===== src/plc_pkg.sv =====
// Package for the piecewise linear calibrator: constants, payload structs,
// controller state and the command and status structs between the two halves.
// Depends on nothing; plc_ctrl, plc_datapath and the top level import it.
`default_nettype none

package plc_pkg;

    // Sizes of the bin store.
    localparam int NUM_LISTS = 64;
    localparam int MAX_BINS  = 32;
    localparam int FRAC_BITS = 16;
    localparam int LIST_W    = $clog2(NUM_LISTS);
    localparam int BIN_W     = $clog2(MAX_BINS);
    localparam int CNT_W     = $clog2(MAX_BINS + 1);
    localparam int VAL_W     = FRAC_BITS + 1;
    localparam int STEP_W    = $clog2(VAL_W);
    localparam int BIN_ADDR_W = LIST_W + BIN_W;

    // Fixed point one.
    localparam logic [VAL_W-1:0] ONE = VAL_W'(1) << FRAC_BITS;

    typedef enum logic [1:0] {
        ST_OK    = 2'd0,
        ST_FULL  = 2'd1,
        ST_EMPTY = 2'd2
    } t_status;

    localparam logic ACT_ADD = 1'b0;
    localparam logic ACT_CAL = 1'b1;

    typedef struct packed {
        logic              action;
        logic [LIST_W-1:0] list_index;
        logic [VAL_W-1:0]  point;
        logic [VAL_W-1:0]  bin_probability;
    } t_item;

    typedef struct packed {
        logic [VAL_W-1:0] calibrated;
        t_status          status;
    } t_result;

    typedef enum logic [2:0] {
        S_IDLE,
        S_COUNT,
        S_SCAN,
        S_CALC,
        S_MUL,
        S_DIV,
        S_FIN,
        S_DONE
    } t_state;

    // Which result the datapath loads into its output register.
    typedef enum logic [2:0] {
        RS_NONE,
        RS_OK,
        RS_FULL,
        RS_EMPTY,
        RS_LO,
        RS_FINAL
    } t_res_sel;

    typedef struct packed {
        logic     load;
        logic     add_write;
        logic     scan_init;
        logic     scan_step;
        logic     calc;
        logic     mul;
        logic     div_step;
        t_res_sel res;
    } t_cmd;

    typedef struct packed {
        logic is_add;
        logic full;
        logic empty;
        logic scan_end;
        logic trivial;
        logic div_last;
    } t_stat;

    // Saturate a Q value to one.
    function automatic logic [VAL_W-1:0] sat_one(input logic [VAL_W-1:0] v);
        sat_one = (v > ONE) ? ONE : v;
    endfunction

endpackage

`default_nettype wire


===== src/plc_ctrl.sv =====
// Controller state machine of the calibrator: sequences count lookup, bin scan,
// multiply, serial divide and result strobe. Depends on plc_pkg.
`default_nettype none

module plc_ctrl import plc_pkg::*; (
    input  wire logic  i_clk,
    input  wire logic  i_rst_n,
    input  wire logic  i_start,
    input  wire t_stat i_stat,
    output t_cmd       o_cmd,
    output logic       o_busy,
    output logic       o_done
);

    t_state r_state, n_state;

    // State register.
    always_ff @(posedge i_clk) begin
        if (!i_rst_n) begin
            r_state <= S_IDLE;
        end else begin
            r_state <= n_state;
        end
    end

    // Next state and commands.
    always_comb begin
        n_state = r_state;
        o_cmd   = '0;
        o_cmd.res = RS_NONE;
        unique case (r_state)
            S_IDLE: begin
                if (i_start) begin
                    o_cmd.load = 1'b1;
                    n_state    = S_COUNT;
                end
            end
            S_COUNT: begin
                if (i_stat.is_add) begin
                    if (i_stat.full) begin
                        o_cmd.res = RS_FULL;
                    end else begin
                        o_cmd.add_write = 1'b1;
                        o_cmd.res       = RS_OK;
                    end
                    n_state = S_DONE;
                end else if (i_stat.empty) begin
                    o_cmd.res = RS_EMPTY;
                    n_state   = S_DONE;
                end else begin
                    o_cmd.scan_init = 1'b1;
                    n_state         = S_SCAN;
                end
            end
            S_SCAN: begin
                o_cmd.scan_step = 1'b1;
                if (i_stat.scan_end) begin
                    n_state = S_CALC;
                end
            end
            S_CALC: begin
                if (i_stat.trivial) begin
                    o_cmd.res = RS_LO;
                    n_state   = S_DONE;
                end else begin
                    o_cmd.calc = 1'b1;
                    n_state    = S_MUL;
                end
            end
            S_MUL: begin
                o_cmd.mul = 1'b1;
                n_state   = S_DIV;
            end
            S_DIV: begin
                o_cmd.div_step = 1'b1;
                if (i_stat.div_last) begin
                    n_state = S_FIN;
                end
            end
            S_FIN: begin
                o_cmd.res = RS_FINAL;
                n_state   = S_DONE;
            end
            S_DONE: begin
                n_state = S_IDLE;
            end
            default: begin
                n_state = S_IDLE;
            end
        endcase
    end

    assign o_busy = (r_state != S_IDLE);
    assign o_done = (r_state == S_DONE);

endmodule

`default_nettype wire


===== config.mk =====
export PLATFORM = sky130hd
export DESIGN_NAME = plc_ctrl
export DESIGN_NICKNAME = d
export VERILOG_FILES = /design/src/plc_pkg.sv /design/src/plc_ctrl.sv
export SDC_FILE = /design/constraint.sdc
export NUM_CORES = 1
export LEC_CHECK = 0
export BUFFER_PORTS_ARGS = -buffer_cell sky130_fd_sc_hd__buf_4
export CAP_MARGIN = 20
export CORE_AREA = 2 2 39 41
export DETAILED_ROUTE_END_ITERATION = 12
export DIE_AREA = 0 0 41 43
export HOLD_SLACK_MARGIN = 0.06
export SETUP_SLACK_MARGIN = 0.05
export SYNTH_ARGS = -nofsm -noshare
export SYNTH_HDL_FRONTEND = slang
export SYNTH_SLANG_ARGS = --single-unit

===== constraint.sdc =====
create_clock -name i_clk -period 1.3 [get_ports i_clk]
set_input_delay 0.325 -clock i_clk [delete_from_list [all_inputs] [get_ports i_clk]]
set_output_delay 0.325 -clock i_clk [all_outputs]
set_load 0.02 [all_outputs]

==> impl_metrics.json <==
{
  "yosysMostFrequentCell": "nand2_1",
  "gp_congestion": 0.806,
  "synthCells": 43,
  "grt_setup_unrepaired": "true",
  "syn_area_per_cell_um2": 7.25,
  "num_vias": 452,
  "worst_slack_ns": -0.222,
  "yosys_warnings": 0,
  "die_w_um": 41,
  "hold_viol_final": 0,
  "synth_fa_ha_area_share_pct": 0,
  "wl_per_cell_um": 11.1,
  "cp-end-kind": "primary output",
  "cts-root-buf": "clkbuf_4",
  "ys_seq_elements": 3,
  "portBuffers": 20,
  "ant_nets": 0,
  "grt_overflow_total": 0,
  "synth_top_area_cell": "dfxtp_1",
  "slew_viol_final": 0,
  "syn_nets": 52,
  "violations": "negative setup slack",
  "route.detailed.drc": 0,
  "fin_util_pct": 52.9,
  "die_h_um": 43,
  "synth_compound_area_share_pct": 22.1,
  "drtPass1Iterations": 4,
  "reg_top3": "r_state x3",
  "clkTransAtPathRegs_ns": 0.04,
  "final.min_clock_period_ns": 1.52,
  "ys_async_sr_fraction_pct": 0,
  "maxCapViolCount": 0,
  "n_antenna_cell": 0,
  "drt_iter0_markers": 4,
  "peakVddDrop_uv": 703,
  "drive_above_1_share_pct": 71.6,
  "hpwlAfterDp_um": 666,
  "synthXorXnorAreaFrac_pct": 0,
  "drt_wl_total_um": 1080,
  "syn_area_um2": 312,
  "clock_latency_ns": 0.23,
  "status": "finished with violations",
  "synthDistinctLibCells": 24,
  "cts_tree": "done",
  "min_path_type": "in -> reg",
  "finClkSkew_ns": 0.00124,
  "p_total_mw": 0.920,
  "whs_ns": 0.350,
  "worstMarginPinSlew_ns": 0.240,
  "placed_cells": 82,
  "synth_edf_count": 0,
  "p_per_area_nw_per_um2": 1260,
  "setup_viol": 12,
  "design.die.area_um2": 1760,
  "largest_reg_flops": 3,
  "grt_pass1_vias": 395,
  "worstPathArrival_ns": 1.20,
  "p_leak_nw": 0.347,
  "grt_max_degree": 7,
  "fmax_mhz": 657,
  "ys_seq_area_share_pct": 19.3,
  "yosys.area_share.simple_pct": 39.4,
  "cp-start-kind": "flip-flop",
  "maxSlewHeadroom_pct": 83.9,
  "finalNetCount": 91,
  "r2r-start": "r_state[1]$_SDFFE_PN0P_",
  "initial_core_util_pct": 22.5,
  "final.period_utilization_pct": 117,
  "clk_path_buf_depth": 2,
  "synth_common_cells": "5 x nand2_1, 4 x nor2_1, 4 x nor3_1",
  "stdcell_count": 97,
  "synth_top_family_by_area": "simple AND/OR/NAND/NOR gates",
  "synth_ff_type": "dfxtp_1",
  "track_usage_pct": 11.6,
  "antenna_found_initial": 0,
  "rows": 14,
  "cts_max_level": 1,
  "min_from": "i_rst_n",
  "cts_num_sinks": 3,
  "core_area_um2": 1380,
  "cts_made_buffers": 3,
  "regMostFlops": "r_state",
  "synthTopCellsByArea": "dfxtp_1 19%, buf_6 7.2%, nor3_1 6.4%, nand2_1 6.0%, nor2_1 4.8%",
  "critPathMaxFanout": 5,
  "io_pins": 21,
  "yosysTopAreaCellShare_pct": 19.3,
  "crit_required_ns": 0.98,
  "muxShareOfSynthArea_pct": 6.83,
  "cp-startpoint": "r_state[1]$_SDFFE_PN0P_",
  "finalSetupTns_ns": -1.80,
  "vias_per_cell": 4.66,
  "grt_first_pass_wirelength_um": 1430,
  "crit_type": "reg -> out",
  "area_growth_pct": 135
}
## report_power, final
part / switching (mW) / total, mW / internal, mW
registers: 0.0300 / 0.149 / 0.119
clock network: 0.0467 / 0.162 / 0.115
logic: 0.272 / 0.610 / 0.338
total: 0.348 / 0.920 / 0.572
## final timing paths
path | end | slack [ns] | depth (start not counted)
worst max-delay path | o_cmd[0] | -0.22 | 3
worst min register to register | r_state[2]$_SDFFE_PN0P_ | 0.62 | 3
worst min-delay path | r_state[0]$_SDFFE_PN0P_ | 0.35 | 3
worst max register to register | r_state[0]$_SDFFE_PN0P_ | 0.04 | 5
## kinds of logic (layout without fill, tap and decap cells)
logic type	after synthesis	count (layout)
simple gates	22	22
compound gates	10	10
buf+inv	6	44
flops	3	3
mux	2	2
## placed cells by master (no fill, tap or decap), types with 2 or more instances in the layout
cell / netlist / layout
dfxtp_4: 0 / 2
inv_1: 3 / 2
nand2_1: 5 / 3
buf_4: 0 / 27
clkbuf_4: 0 / 3
nor2_4: 0 / 2
nor3_2: 0 / 3
nor2_1: 4 / 2
buf_6: 2 / 10
and2_1: 2 / 2
## area by class of cell
| type | instances | area (um2) |
|---|---|---|
| Clock buffer | 4 | 26.3 |
| Fill cell | 127 | 652 |
| Inverter | 3 | 11.3 |
| Multi-Input combinational cell | 34 | 290 |
| Sequential cell | 3 | 68.8 |
| Tap cell | 16 | 20.0 |
| Timing Repair Buffer | 37 | 315 |
## critical path: stages (launching register included)
cell     delay, ns
dfxtp_4       0.36
or2b_1        0.27
o22ai_1       0.17
buf_4         0.17
## layer usage
metal	share of wire, %	vias up	GRT usage (%)
li1	-	227	-
met1	40	212	11.5
met2	55	13	20.0
met3	4.4	0	1.57
met4	0	0	8.67
met5	0	-	0
## repair_timing
item	CTS	global route
resized for setup	18	9
pin swaps	5	5
setup buffers	8	4
hold buffers	0	0
hold endpoints to repair	0	0
endpoints found under the setup margin	13	14
## stage by stage
stage                     worst slack (ns)  area [um2]
after floorplan                    -0.0676         345
after global placement             -0.0969         533
after detailed placement           -0.0687         533
after CTS                           -0.219         669
after global routing                -0.270         732
final                               -0.222         732
(Power assumes the default switching activity.)
